### src/rtl/uhts_pkg.sv
// Shared types, codes and constants of the USB host transfer sequencer.
package uhts_pkg;

    // Default size of the transfer buffer in bytes.
    localparam int BUFFER_BYTES_DEF = 64;

    // Token and handshake PIDs.
    localparam logic [3:0] PID_OUT   = 4'h1;
    localparam logic [3:0] PID_ACK   = 4'h2;
    localparam logic [3:0] PID_IN    = 4'h9;
    localparam logic [3:0] PID_NAK   = 4'hA;
    localparam logic [3:0] PID_SETUP = 4'hD;
    localparam logic [3:0] PID_STALL = 4'hE;
    localparam logic [3:0] PID_NONE  = 4'h0;

    // Size of a SETUP data packet and the NAK limit that means no limit.
    localparam logic [6:0] SETUP_BYTES = 7'h08;
    localparam logic [7:0] NAK_UNLIMITED = 8'hFF;

    // Configuration register indexes.
    localparam logic CFG_IN_NAK_LIMIT  = 1'b0;
    localparam logic CFG_OUT_NAK_LIMIT = 1'b1;

    // Kinds of input transaction.
    typedef enum logic [1:0] {
        KIND_CONTROL = 2'd0,
        KIND_IN      = 2'd1,
        KIND_OUT     = 2'd2,
        KIND_RESULT  = 2'd3
    } t_kind;

    // Stages of a transfer.
    typedef enum logic [2:0] {
        ST_IDLE       = 3'd0,
        ST_SETUP      = 3'd1,
        ST_CTL_IN     = 3'd2,
        ST_CTL_OUT    = 3'd3,
        ST_STATUS_IN  = 3'd4,
        ST_STATUS_OUT = 3'd5,
        ST_BULK_IN    = 3'd6,
        ST_BULK_OUT   = 3'd7
    } t_stage;

    // One input transaction.
    typedef struct packed {
        t_kind       kind;
        logic [3:0]  endpoint;
        logic [6:0]  max_packet;
        logic [15:0] transfer_length;
        logic        direction_in;
        logic        has_buffer;
        logic        saved_rx_toggle;
        logic        saved_tx_toggle;
        logic        completed;
        logic [3:0]  response_pid;
        logic [6:0]  received_length;
        logic        toggle_ok;
    } t_item;

    // Transfer state kept between transactions.
    typedef struct packed {
        t_stage      stage;
        logic [15:0] remaining;
        logic [7:0]  retry_count;
        logic [3:0]  endpoint;
        logic [6:0]  packet_limit;
        logic        rx_toggle;
        logic        tx_toggle;
        logic        ctl_dir;
        logic        keep_rx;
        logic        keep_tx;
    } t_state;

    // One result transaction.
    typedef struct packed {
        logic       done_res;
        logic [3:0] token_pid;
        logic [3:0] token_endpoint;
        logic [6:0] send_length;
        logic       data_toggle;
        logic [6:0] copy_length;
        logic [3:0] final_status;
        logic       final_rx_toggle;
        logic       final_tx_toggle;
    } t_result;

    localparam t_state STATE_RESET = '{
        stage:        ST_IDLE,
        remaining:    16'd0,
        retry_count:  8'd0,
        endpoint:     4'd0,
        packet_limit: 7'd0,
        rx_toggle:    1'b0,
        tx_toggle:    1'b0,
        ctl_dir:      1'b0,
        keep_rx:      1'b0,
        keep_tx:      1'b0
    };

endpackage

### src/rtl/uhts_step.sv
// Next-state and result logic for one transaction of the transfer sequencer.
module uhts_step #(
    parameter int BUFFER_BYTES = uhts_pkg::BUFFER_BYTES_DEF
) (
    input  uhts_pkg::t_state  i_state,
    input  uhts_pkg::t_item   i_item,
    input  logic [7:0]        i_in_nak_limit,
    input  logic [7:0]        i_out_nak_limit,
    output uhts_pkg::t_state  o_state,
    output logic              o_emit,
    output uhts_pkg::t_result o_result
);

    localparam logic [6:0] BUF_LIMIT = 7'(BUFFER_BYTES);

    // Bytes of the next OUT data packet.
    function automatic logic [6:0] f_chunk(input logic [15:0] rem, input logic [6:0] plim);
        logic [6:0] c;
        c = (rem > {9'd0, plim}) ? plim : rem[6:0];
        return c;
    endfunction

    // Token for the stage held in the given state.
    function automatic uhts_pkg::t_result f_issue(input uhts_pkg::t_state st,
                                                  input logic [6:0] copy);
        uhts_pkg::t_result r;
        r = '0;
        r.token_endpoint = st.endpoint;
        r.copy_length    = copy;
        unique case (st.stage)
            uhts_pkg::ST_SETUP: begin
                r.token_pid   = uhts_pkg::PID_SETUP;
                r.send_length = uhts_pkg::SETUP_BYTES;
                r.data_toggle = 1'b0;
            end
            uhts_pkg::ST_CTL_IN, uhts_pkg::ST_STATUS_IN, uhts_pkg::ST_BULK_IN: begin
                r.token_pid   = uhts_pkg::PID_IN;
                r.data_toggle = st.rx_toggle;
            end
            uhts_pkg::ST_STATUS_OUT: begin
                r.token_pid   = uhts_pkg::PID_OUT;
                r.data_toggle = st.tx_toggle;
            end
            default: begin
                r.token_pid   = uhts_pkg::PID_OUT;
                r.data_toggle = st.tx_toggle;
                r.send_length = f_chunk(st.remaining, st.packet_limit);
            end
        endcase
        return r;
    endfunction

    // Completion; a control transfer ending before its status stage reports
    // the toggles it started with.
    function automatic uhts_pkg::t_result f_finish(input uhts_pkg::t_state st,
                                                   input logic [3:0] status,
                                                   input logic [6:0] copy);
        uhts_pkg::t_result r;
        logic early;
        early = (st.stage == uhts_pkg::ST_SETUP) || (st.stage == uhts_pkg::ST_CTL_IN)
             || (st.stage == uhts_pkg::ST_CTL_OUT);
        r = '0;
        r.done_res        = 1'b1;
        r.copy_length     = copy;
        r.final_status    = status;
        r.final_rx_toggle = early ? st.keep_rx : st.rx_toggle;
        r.final_tx_toggle = early ? st.keep_tx : st.tx_toggle;
        return r;
    endfunction

    logic [6:0]  mp_sat;
    logic [6:0]  rx_sat;
    logic        accepted;
    logic [7:0]  limit;
    logic [7:0]  nak_next;
    logic [6:0]  copy;
    logic [15:0] rem_next;
    logic        do_issue;
    logic        do_finish;
    logic [3:0]  status;
    uhts_pkg::t_state ns;

    assign mp_sat   = (i_item.max_packet > BUF_LIMIT) ? BUF_LIMIT : i_item.max_packet;
    assign rx_sat   = (i_item.received_length > BUF_LIMIT) ? BUF_LIMIT
                                                           : i_item.received_length;
    assign accepted = i_item.toggle_ok && (i_item.response_pid != uhts_pkg::PID_NONE)
                   && (i_item.response_pid != uhts_pkg::PID_STALL);
    assign nak_next = 8'(i_state.retry_count + 8'd1);

    // NAK limit of the running stage; control stages retry without limit.
    always_comb begin
        unique case (i_state.stage)
            uhts_pkg::ST_BULK_IN:  limit = i_in_nak_limit;
            uhts_pkg::ST_BULK_OUT: limit = i_out_nak_limit;
            default:               limit = uhts_pkg::NAK_UNLIMITED;
        endcase
    end

    // Bytes taken from a received IN packet and what remains of the transfer.
    always_comb begin
        copy = 7'd0;
        rem_next = i_state.remaining;
        if (i_state.stage == uhts_pkg::ST_CTL_IN || i_state.stage == uhts_pkg::ST_BULK_IN) begin
            copy = ({9'd0, rx_sat} > i_state.remaining) ? i_state.remaining[6:0] : rx_sat;
            rem_next = i_state.remaining - {9'd0, copy};
        end else begin
            rem_next = i_state.remaining
                     - {9'd0, f_chunk(i_state.remaining, i_state.packet_limit)};
        end
    end

    // Transaction decode and state update.
    always_comb begin
        ns        = i_state;
        do_issue  = 1'b0;
        do_finish = 1'b0;
        status    = i_item.response_pid;
        if (i_item.kind != uhts_pkg::KIND_RESULT) begin
            // A start command abandons any running transfer.
            ns.endpoint     = i_item.endpoint;
            ns.packet_limit = mp_sat;
            ns.remaining    = i_item.transfer_length;
            ns.rx_toggle    = i_item.saved_rx_toggle;
            ns.keep_rx      = i_item.saved_rx_toggle;
            ns.tx_toggle    = i_item.saved_tx_toggle;
            ns.keep_tx      = i_item.saved_tx_toggle;
            ns.ctl_dir      = i_item.direction_in;
            ns.retry_count  = 8'd0;
            do_issue        = 1'b1;
            unique case (i_item.kind)
                uhts_pkg::KIND_CONTROL: begin
                    ns.stage = uhts_pkg::ST_SETUP;
                    if (!i_item.has_buffer) begin
                        ns.remaining = 16'd0;
                    end
                end
                uhts_pkg::KIND_IN: ns.stage = uhts_pkg::ST_BULK_IN;
                default:           ns.stage = uhts_pkg::ST_BULK_OUT;
            endcase
        end else if (i_state.stage != uhts_pkg::ST_IDLE) begin
            if (!i_item.completed) begin
                // Timeout.
                do_finish = 1'b1;
                status    = uhts_pkg::PID_NONE;
            end else if (i_item.response_pid == uhts_pkg::PID_NAK) begin
                // Retry, unless the NAK limit is used up.
                if (limit != uhts_pkg::NAK_UNLIMITED) begin
                    ns.retry_count = nak_next;
                end
                if (limit != uhts_pkg::NAK_UNLIMITED && nak_next > limit) begin
                    do_finish = 1'b1;
                end else begin
                    do_issue = 1'b1;
                end
            end else begin
                unique case (i_state.stage)
                    uhts_pkg::ST_SETUP: begin
                        if (i_item.response_pid != uhts_pkg::PID_ACK) begin
                            do_finish = 1'b1;
                        end else begin
                            ns.rx_toggle   = 1'b1;
                            ns.tx_toggle   = 1'b1;
                            ns.retry_count = 8'd0;
                            do_issue       = 1'b1;
                            if (i_state.remaining == 16'd0) begin
                                ns.stage = uhts_pkg::ST_STATUS_IN;
                            end else if (i_state.ctl_dir) begin
                                ns.stage = uhts_pkg::ST_CTL_IN;
                            end else begin
                                ns.stage = uhts_pkg::ST_CTL_OUT;
                            end
                        end
                    end
                    uhts_pkg::ST_CTL_IN, uhts_pkg::ST_BULK_IN: begin
                        if (!accepted) begin
                            do_finish = 1'b1;
                        end else begin
                            ns.rx_toggle = ~i_state.rx_toggle;
                            ns.remaining = rem_next;
                            if (rx_sat == i_state.packet_limit && rem_next != 16'd0) begin
                                ns.retry_count = 8'd0;
                                do_issue       = 1'b1;
                            end else if (i_state.stage == uhts_pkg::ST_BULK_IN) begin
                                do_finish = 1'b1;
                            end else begin
                                ns.stage       = uhts_pkg::ST_STATUS_OUT;
                                ns.retry_count = 8'd0;
                                do_issue       = 1'b1;
                            end
                        end
                    end
                    uhts_pkg::ST_CTL_OUT, uhts_pkg::ST_BULK_OUT: begin
                        if (i_item.response_pid != uhts_pkg::PID_ACK) begin
                            do_finish = 1'b1;
                        end else begin
                            ns.tx_toggle = ~i_state.tx_toggle;
                            ns.remaining = rem_next;
                            if (rem_next != 16'd0) begin
                                ns.retry_count = 8'd0;
                                do_issue       = 1'b1;
                            end else if (i_state.stage == uhts_pkg::ST_BULK_OUT) begin
                                do_finish = 1'b1;
                            end else begin
                                ns.stage       = uhts_pkg::ST_STATUS_IN;
                                ns.retry_count = 8'd0;
                                do_issue       = 1'b1;
                            end
                        end
                    end
                    uhts_pkg::ST_STATUS_IN: begin
                        ns.rx_toggle = i_state.rx_toggle ^ accepted;
                        do_finish    = 1'b1;
                    end
                    default: begin
                        ns.tx_toggle = i_state.tx_toggle
                                     ^ (i_item.response_pid == uhts_pkg::PID_ACK);
                        do_finish    = 1'b1;
                    end
                endcase
            end
        end
    end

    // Result selection; the copy length is only reported for an accepted IN packet.
    logic [6:0] copy_out;

    assign copy_out = (i_item.kind == uhts_pkg::KIND_RESULT && i_item.completed
                       && i_item.response_pid != uhts_pkg::PID_NAK && accepted
                       && (i_state.stage == uhts_pkg::ST_CTL_IN
                           || i_state.stage == uhts_pkg::ST_BULK_IN)) ? copy : 7'd0;

    always_comb begin
        o_state  = ns;
        o_emit   = do_issue | do_finish;
        o_result = '0;
        if (do_finish) begin
            o_result            = f_finish(ns, status, copy_out);
            o_state.stage       = uhts_pkg::ST_IDLE;
            o_state.retry_count = 8'd0;
        end else if (do_issue) begin
            o_result = f_issue(ns, copy_out);
        end
    end

endmodule

### src/rtl/usb_host_transfer_sequencer.sv
// USB host transfer sequencer: input register, transaction logic and result register.
// A transaction is held in the input register; its result is registered in the result
// register once that register is free or being emptied.
// Throughput: one transaction per cycle; the input stalls only while both registers are full.
// Reset (synchronous, active low) returns the transfer to idle, clears all state
// and both NAK limits, and empties the input and result registers.
module usb_host_transfer_sequencer #(
    parameter int BUFFER_BYTES = uhts_pkg::BUFFER_BYTES_DEF
) (
    input  logic        i_clk,
    input  logic        i_rst_n,
    // Configuration port.
    input  logic        i_cfg_we,
    input  logic        i_cfg_index,
    input  logic [7:0]  i_cfg_data,
    // Input channel.
    input  logic        i_valid,
    output logic        o_stall,
    input  logic [1:0]  i_kind,
    input  logic [3:0]  i_endpoint,
    input  logic [6:0]  i_max_packet,
    input  logic [15:0] i_transfer_length,
    input  logic        i_direction_in,
    input  logic        i_has_buffer,
    input  logic        i_saved_rx_toggle,
    input  logic        i_saved_tx_toggle,
    input  logic        i_completed,
    input  logic [3:0]  i_response_pid,
    input  logic [6:0]  i_received_length,
    input  logic        i_toggle_ok,
    // Result channel.
    output logic        o_valid,
    input  logic        i_stall,
    output logic        o_done_res,
    output logic [3:0]  o_token_pid,
    output logic [3:0]  o_token_endpoint,
    output logic [6:0]  o_send_length,
    output logic        o_data_toggle,
    output logic [6:0]  o_copy_length,
    output logic [3:0]  o_final_status,
    output logic        o_final_rx_toggle,
    output logic        o_final_tx_toggle
);

    logic [7:0]        r_in_nak_limit;
    logic [7:0]        r_out_nak_limit;
    logic              r_in_valid;
    uhts_pkg::t_item   r_item;
    uhts_pkg::t_state  r_state;
    logic              r_out_valid;
    uhts_pkg::t_result r_result;

    uhts_pkg::t_state  n_state;
    uhts_pkg::t_result n_result;
    logic              step_emit;
    logic              in_accept;
    logic              step_fire;

    // Configuration registers.
    always_ff @(posedge i_clk) begin
        if (!i_rst_n) begin
            r_in_nak_limit  <= 8'd0;
            r_out_nak_limit <= 8'd0;
        end else if (i_cfg_we) begin
            unique case (i_cfg_index)
                uhts_pkg::CFG_IN_NAK_LIMIT:  r_in_nak_limit  <= i_cfg_data;
                uhts_pkg::CFG_OUT_NAK_LIMIT: r_out_nak_limit <= i_cfg_data;
                default: ;
            endcase
        end
    end

    // The step stage fires when the result register is free or being emptied.
    assign step_fire = r_in_valid && (!r_out_valid || !i_stall);
    assign o_stall   = r_in_valid && r_out_valid && i_stall;
    assign in_accept = i_valid && !o_stall;

    // Input register.
    always_ff @(posedge i_clk) begin
        if (!i_rst_n) begin
            r_in_valid <= 1'b0;
        end else if (in_accept) begin
            r_in_valid <= 1'b1;
        end else if (step_fire) begin
            r_in_valid <= 1'b0;
        end
    end

    always_ff @(posedge i_clk) begin
        if (in_accept) begin
            r_item.kind            <= uhts_pkg::t_kind'(i_kind);
            r_item.endpoint        <= i_endpoint;
            r_item.max_packet      <= i_max_packet;
            r_item.transfer_length <= i_transfer_length;
            r_item.direction_in    <= i_direction_in;
            r_item.has_buffer      <= i_has_buffer;
            r_item.saved_rx_toggle <= i_saved_rx_toggle;
            r_item.saved_tx_toggle <= i_saved_tx_toggle;
            r_item.completed       <= i_completed;
            r_item.response_pid    <= i_response_pid;
            r_item.received_length <= i_received_length;
            r_item.toggle_ok       <= i_toggle_ok;
        end
    end

    // Transaction logic.
    uhts_step #(
        .BUFFER_BYTES (BUFFER_BYTES)
    ) u_step (
        .i_state         (r_state),
        .i_item          (r_item),
        .i_in_nak_limit  (r_in_nak_limit),
        .i_out_nak_limit (r_out_nak_limit),
        .o_state         (n_state),
        .o_emit          (step_emit),
        .o_result        (n_result)
    );

    // Transfer state.
    always_ff @(posedge i_clk) begin
        if (!i_rst_n) begin
            r_state <= uhts_pkg::STATE_RESET;
        end else if (step_fire) begin
            r_state <= n_state;
        end
    end

    // Result register.
    always_ff @(posedge i_clk) begin
        if (!i_rst_n) begin
            r_out_valid <= 1'b0;
        end else if (step_fire) begin
            r_out_valid <= step_emit;
        end else if (!i_stall) begin
            r_out_valid <= 1'b0;
        end
    end

    always_ff @(posedge i_clk) begin
        if (step_fire && step_emit) begin
            r_result <= n_result;
        end
    end

    assign o_valid           = r_out_valid;
    assign o_done_res        = r_result.done_res;
    assign o_token_pid       = r_result.token_pid;
    assign o_token_endpoint  = r_result.token_endpoint;
    assign o_send_length     = r_result.send_length;
    assign o_data_toggle     = r_result.data_toggle;
    assign o_copy_length     = r_result.copy_length;
    assign o_final_status    = r_result.final_status;
    assign o_final_rx_toggle = r_result.final_rx_toggle;
    assign o_final_tx_toggle = r_result.final_tx_toggle;

endmodule

### config.mk
export PLATFORM = sky130hd
export DESIGN_NAME = usb_host_transfer_sequencer
export DESIGN_NICKNAME = d
export VERILOG_FILES = /design/src/rtl/uhts_pkg.sv /design/src/rtl/uhts_step.sv /design/src/rtl/usb_host_transfer_sequencer.sv
export SDC_FILE = /design/constraint.sdc
export NUM_CORES = 1
export LEC_CHECK = 0
export ABC_CLOCK_PERIOD_IN_PS = 10200
export BUFFER_PORTS_ARGS = -buffer_cell sky130_fd_sc_hd__buf_2
export CAP_MARGIN = 40
export CORE_MARGIN = 2
export CORE_UTILIZATION = 60
export CTS_CLUSTER_DIAMETER = 50
export CTS_CLUSTER_SIZE = 16
export DETAILED_ROUTE_END_ITERATION = 8
export PLACE_DENSITY = 0.81
export SLEW_MARGIN = 25
export SYNTH_ARGS = -nofsm -noshare
export SYNTH_HDL_FRONTEND = slang
export SYNTH_SLANG_ARGS = --single-unit
export TNS_END_PERCENT = 1
### constraint.sdc
create_clock -name i_clk -period 10.2 [get_ports i_clk]
set_input_delay 0.51 -clock i_clk [delete_from_list [all_inputs] [get_ports i_clk]]
set_output_delay 0.51 -clock i_clk [all_outputs]
set_load 0.01 [all_outputs]
[Word-level counts from Yosys, hierarchy flattened]
Index checks and enable logic that the tools add are counted.
Word-level totals
  register bits after elaboration: 137
  input port bits: 60
  output and inout port bits: 32
  logic and storage cells: 207
Cells by class
  add/sub/neg operators: 3
  order comparisons: 6
  equal/unequal tests: 29
  muxes and demuxes: 88
  bitwise logic cells: 7
  reduce and logical (&&, ||, !) cells: 39
Operators by type and width (count)
  two-way mux 27 bit: 5
  two-way mux 8 bit: 8
  two-way mux 7 bit: 7
  two-way mux 16 bit: 3
  two-way mux 1 bit: 33
  > comparator 16 x 7 -> 1 bit: 2
  case mux 16 bit (2 select lines): 1
  subtractor 16 x 7 -> 16 bit: 2
  two-way mux 13 bit: 2
  case mux 8 bit (3 select lines): 1
  two-way mux 3 bit: 7
  two-way mux 19 bit: 1
  equality test 3 bit (second input constant): 6
  > comparator 7 x 16 -> 1 bit: 1
  logical NOT 16 bit: 1
  case mux 8 bit (2 select lines): 1
  nonzero test 16 bit: 1
  > comparator 7 bit (second input constant): 2
  case mux 7 bit (2 select lines): 1
  logical AND 1 bit: 13
  equality test 3 x 2 -> 1 bit (second input constant): 4
  two-way mux 2 bit: 6
  two-way mux 4 bit: 3
  inequality test 6 x 2 -> 1 bit (second input constant): 2
  other kinds (36): 59

[Logic depth before layout (Yosys ltp)]
Gate-level depths: netlist (run 1).
  word-level depth: 20
  gate-level depth with buffers: 31
  depth with buffers taken out: 28

[By module]
A second synthesis (run 1) with hierarchy kept.
Second synthesis, totals
  cells, all modules: 943
  area total of the unflattened synthesis: 8713.4 µm²
By module, submodules not included
  usb_host_transfer_sequencer: instances 1, cells each 350, area an instance 4979.8 µm², sequential area each 3503.4 µm²
  uhts_step: instances 1, cells each 593, area an instance 3733.6 µm², sequential area each 0.0 µm²

[Worst setup path after synthesis (run 1)]
Ideal clock, no wire load.
  path kind: flip-flop to flip-flop
  start: register r_item[7] (netlist bit)
  end: register r_result, in the netlist o_send_length[0] (data pin)
  library setup time: 0.257 ns
  arrival: 5.948 ns
  data required time: 9.943 ns
  slack: 3.995 ns
  cell stages (with the launch flop): 31
  path buffers: 3
  clock period less this slack: 6.205 ns
  cells stage by stage: edfxtp_1 clkbuf_1 nor2b_1 ha_1 nor2b_1 o21a_1 o21a_1 o21a_1 o21a_1 o21ai_0 a21oi_1 nand2b_1 nor2b_1 clkbuf_1 a221o_1 ha_1 fa_1 nor2b_1 o211ai_1 a21bo_2 a211oi_1 a21oi_1 o21ai_0 ha_1 o22a_1 o31ai_1 nand4_1 nor4_1 clkbuf_1 nand2_1 o2111a_1
RTL lines
  start: declaration: RTL line usb_host_transfer_sequencer.sv:48  | uhts_pkg::t_item r_item;
  end signal: assignment: RTL line usb_host_transfer_sequencer.sv:141  | r_result <= n_result;
  end: declaration: RTL line usb_host_transfer_sequencer.sv:51  | uhts_pkg::t_result r_result;

==> results.toml, run 1 <==
[finish]
multi_input_comb_area_um2 = 4040
fin_nets = 1027
drive_above_1_share_pct = 17.0
diodes = 0
areaGrowthSynthToFinish_pct = 14.4
fillCellCount = 1021
seq_area_um2 = 3470
fin_util_pct = 70.7

[setup_path]
slowest_stage = "edfxtp_1"
critPathArrivalTime_ns = 7.24
crit_fanout = 15
cpPeakStageDelay_ns = 0.58
crit_required_ns = 10.48
startpoint_type = "flop"
endpoint_kind = "flop"
rrSetupSlack_ns = 3.24
critical_path_class = "reg -> reg"
r2r-start = "r_item[7]"
crit_path_start = "r_item[7]"

[logic_synthesis]
ys_ff_latch = 136
async_flop_share_pct = 0
synthTopCellsByCount = "nor2_1, nand2_1, edfxtp_1, a21oi_1, dfxtp_1"
ys_warn_count = 0
synth_edf_count = 75
yosysTopAreaCell = "edfxtp_1"
synthesis.area_um2 = 7860
synth_top_area_share_pct = 28.7
synth_fp_nets = 954
synth_cell_types = 85
yosysSeqAreaShare_pct = 44.2
syn-instance-count = 854
synth_most_common_cell = "nor2_1"
synth.area.top_cells = "edfxtp_1, dfxtp_1, ha_1"
syn_area_per_cell_um2 = 9.20
synth_ff_type = "edfxtp_1"

[place]
gp_congestion = 0.950
numPortBuffers = 90
dp_hpwl_mm = 13.7
dp_worst_setup_slack_ns = 3.18

[global_routing]
antenna_found_initial = 0
grt_pass1_vias = 6214
globalRouteOverflowTotal = 0
grt_pass1_wl_mm = 31.9
grt_util_all_layers_pct = 28.7
grt_max_degree = 47

[power]
ir_drop_mv = 0.146
p_int_uw = 1100
pwr-share-clk_pct = 40.8
swShare_pct = 27.3
seqPwrFrac_pct = 42.2
p_per_area_nw_per_um2 = 168
power.switching_uw = 412
combPwrFrac_pct = 17.1
power_leakage_uw = 0.00359

[clock_tree]
root_buffer = "clkbuf_16"
clockBufferDepth = 2
cts_buffers = 17
cts_hold_buf = 0
cts_resized = 0
clk_pin_slew_worst_paths_ns = 0.06
cts.sinks = 136
post_cts_buffers = 0
tritoncts = "done"
clock_latency_ns = 0.43
htree_levels = 4

[sta]
fin_crit_sh_pct = 68.3
hold_viol_final = 0
max_freq_mhz = 144
skew_ns = 0.00934
hold_slack_ns = 0.252
rsz0062_at_grt = "false"
tns_ns = 0
setup_ws_ns = 3.24
slew_headroom_pct = 43.4
max_slew.worst_pin.slew_ns = 0.838
finalMaxSlewViolations = 0
setup_viol = 0
period_needed_ns = 6.96

[drt]
final_antenna_net_count = 0
wl_per_cell_um = 17.5
route.detailed.drc = 0
vias_per_cell = 6.08
detail_route.wirelength_mm = 19.4
num_vias = 6761
first_iter_violations = 739
first_pass_iters = 8

[die]
start_util_pct = 61.8
die-area_um2 = 14000
coreArea_um2 = 12700
die_w_um = 118
row_count = 41
chipHeight_um = 118
ios = 92

[min_path]
hp-start = "i_max_packet[2]"
hp-class = "in -> reg"

[run]
cap_violations = 0

[outcome]
status = "finished clean"
per-stage QoR:
stage	cell area, µm²	cells	total power [µW]
CTS	8980	1111	1510
finish	8990	1112	1510
global route	8990	1112	1570
floorplan	7860	854	828
detailed placement	8380	1079	897
global placement	8350	1077	891
layout by cell type, fill, tap and decap left out, types with 6 or more instances in the layout:
cell / netlist / routed
a211oi_1: 22 / 22
a21oi_1: 72 / 72
a22oi_1: 9 / 9
a31oi_1: 7 / 7
and2_1: 7 / 7
and3_1: 13 / 13
buf_2: 4 / 90
buf_4: 3 / 7
clkbuf_16: 0 / 18
dfxtp_1: 61 / 61
edfxtp_1: 75 / 75
ha_1: 39 / 39
inv_1: 28 / 28
mux2i_1: 19 / 19
nand2_1: 86 / 86
nand2b_1: 10 / 10
nand3_1: 29 / 29
nand3b_1: 6 / 6
nand4_1: 15 / 15
nor2_1: 97 / 97
nor2b_1: 21 / 20
nor3_1: 14 / 14
nor4_1: 6 / 6
o21a_1: 15 / 15
o21ai_0: 33 / 33
or2_2: 12 / 12
or3_1: 6 / 6
xnor2_1: 8 / 8
xor2_1: 10 / 10
critical path, delay by kind of cell (launching register included):
kind            cells  cell delay (ns)
buf+inv             1             0.26
simple gates        7             1.58
compound gates     15             2.80
mux                 1             0.35
flops               1             0.58
fa+ha+maj           4             1.22
flip-flops by register name, summed over array words and instances, names as in the netlist:
name	flops
r_item	46
r_state	43
r_in_nak_limit	8
r_out_nak_limit	8
o_copy_length	7
o_send_length	7
o_final_status	4
o_token_endpoint	4
o_token_pid	3
o_data_toggle	1
o_done_res	1
o_final_rx_toggle	1
o_final_tx_toggle	1
o_valid	1
r_in_valid	1
worst paths after layout:
kind / endpoint / cells after the start
worst max-delay path: o_send_length[3] / 28
worst min-delay path: r_item[35] / 1
worst max register to register: o_send_length[3] / 28
worst min register to register: r_state[1] / 2
layout make-up:
cell class / count / share of cell area [%]
inverters: 30 / 1.31
clock inverters: 11 / 1.32
flip-flops and latches: 136 / 38.6
multi-input cells: 642 / 44.9
repair buffers: 100 / 6.07
clock buffers: 21 / 5.36
well taps: 172 / 2.39
layer usage:
| metal | global-route usage (%) | share of wire (%) | up-vias |
|---|---|---|---|
| met4 | 9.45 | 2.3 | 0 |
| met3 | 6.32 | 8.2 | 54 |
| met5 | 0 | 0 | - |
| met1 | 40.9 | 46 | 3085 |
| met2 | 43.6 | 44 | 333 |
| li1 | - | - | 3289 |
power groups by stage:
stage                     clock network [µW]  logic (µW)  registers (µW)
after floorplan                            0         191             637
after global placement                     0         245             646
after detailed placement                   0         251             646
after CTS                                622         253             635
after global routing                     647         286             639
final                                    615         257             636
cell families after synthesis:
group | Yosys count | share of synthesized area [%]
AND/OR/NAND/NOR | 339 | 21.1
AO/OA/AOI/OAI | 223 | 19.0
flip-flops | 136 | 44.2
buffers and inverters | 76 | 4.54
adder cells (fa/ha/maj) | 40 | 6.46
multiplexers | 21 | 2.71
XOR/XNOR | 18 | 2.01
other | 1 | 0.0477
(Power assumes the default switching activity.)
==> run 2: changes to the inputs <==
--- a/config.mk
+++ b/config.mk
@@ -5,15 +5,16 @@
 export SDC_FILE = /design/constraint.sdc
 export NUM_CORES = 1
 export LEC_CHECK = 0
-export ABC_CLOCK_PERIOD_IN_PS = 10200
+export ABC_AREA = 1
+export ABC_CLOCK_PERIOD_IN_PS = 6100
 export BUFFER_PORTS_ARGS = -buffer_cell sky130_fd_sc_hd__buf_2
 export CAP_MARGIN = 40
 export CORE_MARGIN = 2
-export CORE_UTILIZATION = 60
+export CORE_UTILIZATION = 54
 export CTS_CLUSTER_DIAMETER = 50
 export CTS_CLUSTER_SIZE = 16
 export DETAILED_ROUTE_END_ITERATION = 8
-export PLACE_DENSITY = 0.81
+export PLACE_DENSITY = 0.76
 export SLEW_MARGIN = 25
 export SYNTH_ARGS = -nofsm -noshare
 export SYNTH_HDL_FRONTEND = slang
==> constraint.sdc (replaced) <==
create_clock -name i_clk -period 6.1 [get_ports i_clk]
set_input_delay 0.305 -clock i_clk [delete_from_list [all_inputs] [get_ports i_clk]]
set_output_delay 0.305 -clock i_clk [all_outputs]
set_load 0.01 [all_outputs]
==> run 2 against run 1 <==
Compared with the run above:
- clock skew increased by 0.00094 ns
- global-route usage rose by 1.4 points
- first-iteration DRC count is 0.81% higher
- sequential share of layout area decreased by 3.1 points
- critical endpoint is now o_send_length[5]
- critical path type unchanged
- highest routed layer unchanged
- via count rose by 20%
- design area is 8.8% higher
==> results.toml, run 2 <==
[setup_path]
critPathArrivalTime_ns = 5.76
startpoint_type = "flop"
cpPeakStageDelay_ns = 0.41
critical_path_class = "reg -> reg"
endpoint_kind = "flop"
crit_fanout = 13
crit_required_ns = 6.27
slowest_stage = "edfxtp_1"
crit_top_cell = "nand2_1"

[drt]
first_pass_iters = 6
detail_route.wirelength_mm = 24.3
first_iter_violations = 745
route.detailed.drc = 0
wl_per_cell_um = 17.0
vias_per_cell = 5.71
final_antenna_net_count = 0
num_vias = 8141

[clock_tree]
tritoncts = "done"
htree_levels = 4
cts_hold_buf = 0
clockBufferDepth = 2
root_buffer = "clkbuf_16"
clock_latency_ns = 0.43
cts_buffers = 17
cts.sinks = 136
clk_pin_slew_worst_paths_ns = 0.06

[logic_synthesis]
synth_cell_types = 52
synth_most_common_cell = "nand2_1"
ys_warn_count = 0
synthesis.area_um2 = 8420
synthTopCellsByCount = "nand2_1, inv_1, nor2_1, o21ai_0, edfxtp_1"
synth_fp_nets = 1226
synth_top_area_share_pct = 26.8
synth.area.top_cells = "edfxtp_1, dfxtp_1, nand2_1"
async_flop_share_pct = 0
synth_edf_count = 75
yosysTopAreaCell = "edfxtp_1"
ys_ff_latch = 136
syn-instance-count = 1126
yosysSeqAreaShare_pct = 41.3
synth_ff_type = "edfxtp_1"
syn_area_per_cell_um2 = 7.48

[sta]
setup_viol = 0
tns_ns = 0
skew_ns = 0.0103
finalMaxSlewViolations = 0
hold_slack_ns = 0.0420
max_slew.worst_pin.slew_ns = 0.746
hold_viol_final = 0
slew_headroom_pct = 50.3
period_needed_ns = 5.59
max_freq_mhz = 179
fin_crit_sh_pct = 91.6

[finish]
fillCellCount = 1359
drive_above_1_share_pct = 17.8
mostFrequentLayoutCells = "nand2_1, inv_1, nor2_1, buf_2, o21ai_0"
reg.largest.list = "r_item: 46 flops, r_state: 43 flops"
layout_commonest_cell = "nand2_1"
multi_input_comb_area_um2 = 4240
fin_nets = 1323
final_cell_count_no_fill = 1425
areaGrowthSynthToFinish_pct = 16.2
largest_reg_flops = 46
fin_util_pct = 64.4
seq_area_um2 = 3470
top_register = "r_item"

[die]
chipHeight_um = 129
coreArea_um2 = 15200
die_w_um = 129
die-area_um2 = 16600
row_count = 45
start_util_pct = 55.4
ios = 92

[power]
power_leakage_uw = 0.00456
p_per_area_nw_per_um2 = 299
ir_drop_mv = 0.264
power_uw = 2930

[global_routing]
grt_util_all_layers_pct = 30.1
grt_max_degree = 41
grt_pass1_vias = 7604
antenna_found_initial = 1
globalRouteOverflowTotal = 0
grt_pass1_wl_mm = 38.5

[run]
cap_violations = 0

[outcome]
status = "finished clean"

[place]
dp_hpwl_mm = 18.0
dp.cells = 1387
numPortBuffers = 90
gp_congestion = 0.997

[min_path]
hp-class = "in -> reg"
[run 2: cell count changes in the layout (fill, tap and decap cells not counted), sizes merged, moves of 9 or more]
cell    change
a211oi     -15
a22oi       -9
and2        -9
and3       -14
inv       +131
mux2i      -19
nand2     +200
nand2b     -10
nand3      +49
nor2       +41
nor2b      -21
o21a       -15
o21ai      +56
or2        -11
[run 2: cell families (layout without fill, tap and decap cells)]
logic type	count (synthesis)	count (layout)	synth area share, %
xor+xnor	7	7	0.728
simple gates	549	549	29.1
fa+ha+maj	40	40	6.03
flops	136	136	41.3
buf+inv	184	294	8.74
compound gates	209	209	14.1
other cells	1	2	0.0445
[run 2: stage by stage]
stage          cell area [µm²]  worst slack (ns)
2_1_floorplan             8420              1.15
3_3_place_gp              9020             0.569
3_5_place_dp              9080             0.466
4_1_cts                   9720             0.423
5_1_grt                   9780           -0.0338
6_report                  9780             0.515
[run 2: layer usage]
layer	global-route usage [%]	part of all wire, %
met5	0	0
met4	12.3	3.4
met3	7.32	8.3
met2	48.2	47
met1	39.4	41
[run 2: final timing paths]
kind / cells after the start / start / endpoint / slack (ns)
max: 35 / r_item[6] / o_send_length[5] / 0.51
min: 1 / i_transfer_length[3] / r_item[20] / 0.04
max reg2reg: 35 / r_item[6] / o_send_length[5] / 0.51
min reg2reg: 2 / r_state[13] / r_state[13] / 0.46
[run 2: where the power goes]
part           switching (µW)  leakage [µW]  internal, µW  total, µW
clock network             442      0.000308           673       1120
registers                40.9       0.00124          1030       1070
logic                     503       0.00301           244        747
[run 2: final cells by class]
class                      instances  area share [%]
antenna                            1          0.0256
timing repair buffer             104            6.07
clock buffer                      20            5.00
inverter                         158            6.11
multi-input combinational        806            43.4
tap                              188            2.40
sequential                       136            35.5
clock inverter                    12            1.53
[run 2: worst max-delay path: cells and delay by family, from the launching register on]
family / cells / cell delay, ns
simple gates: 16 / 1.82
buf+inv: 2 / 0.15
fa+ha+maj: 4 / 1.18
compound gates: 13 / 1.75
flops: 1 / 0.41
[run 2: timing repair]
| action | 4_1_cts | 5_1_grt |
|---|---|---|
| setup endpoints to repair | 0 | 7 |
| setup buffers | 0 | 4 |
| gates resized for setup | 0 | 4 |
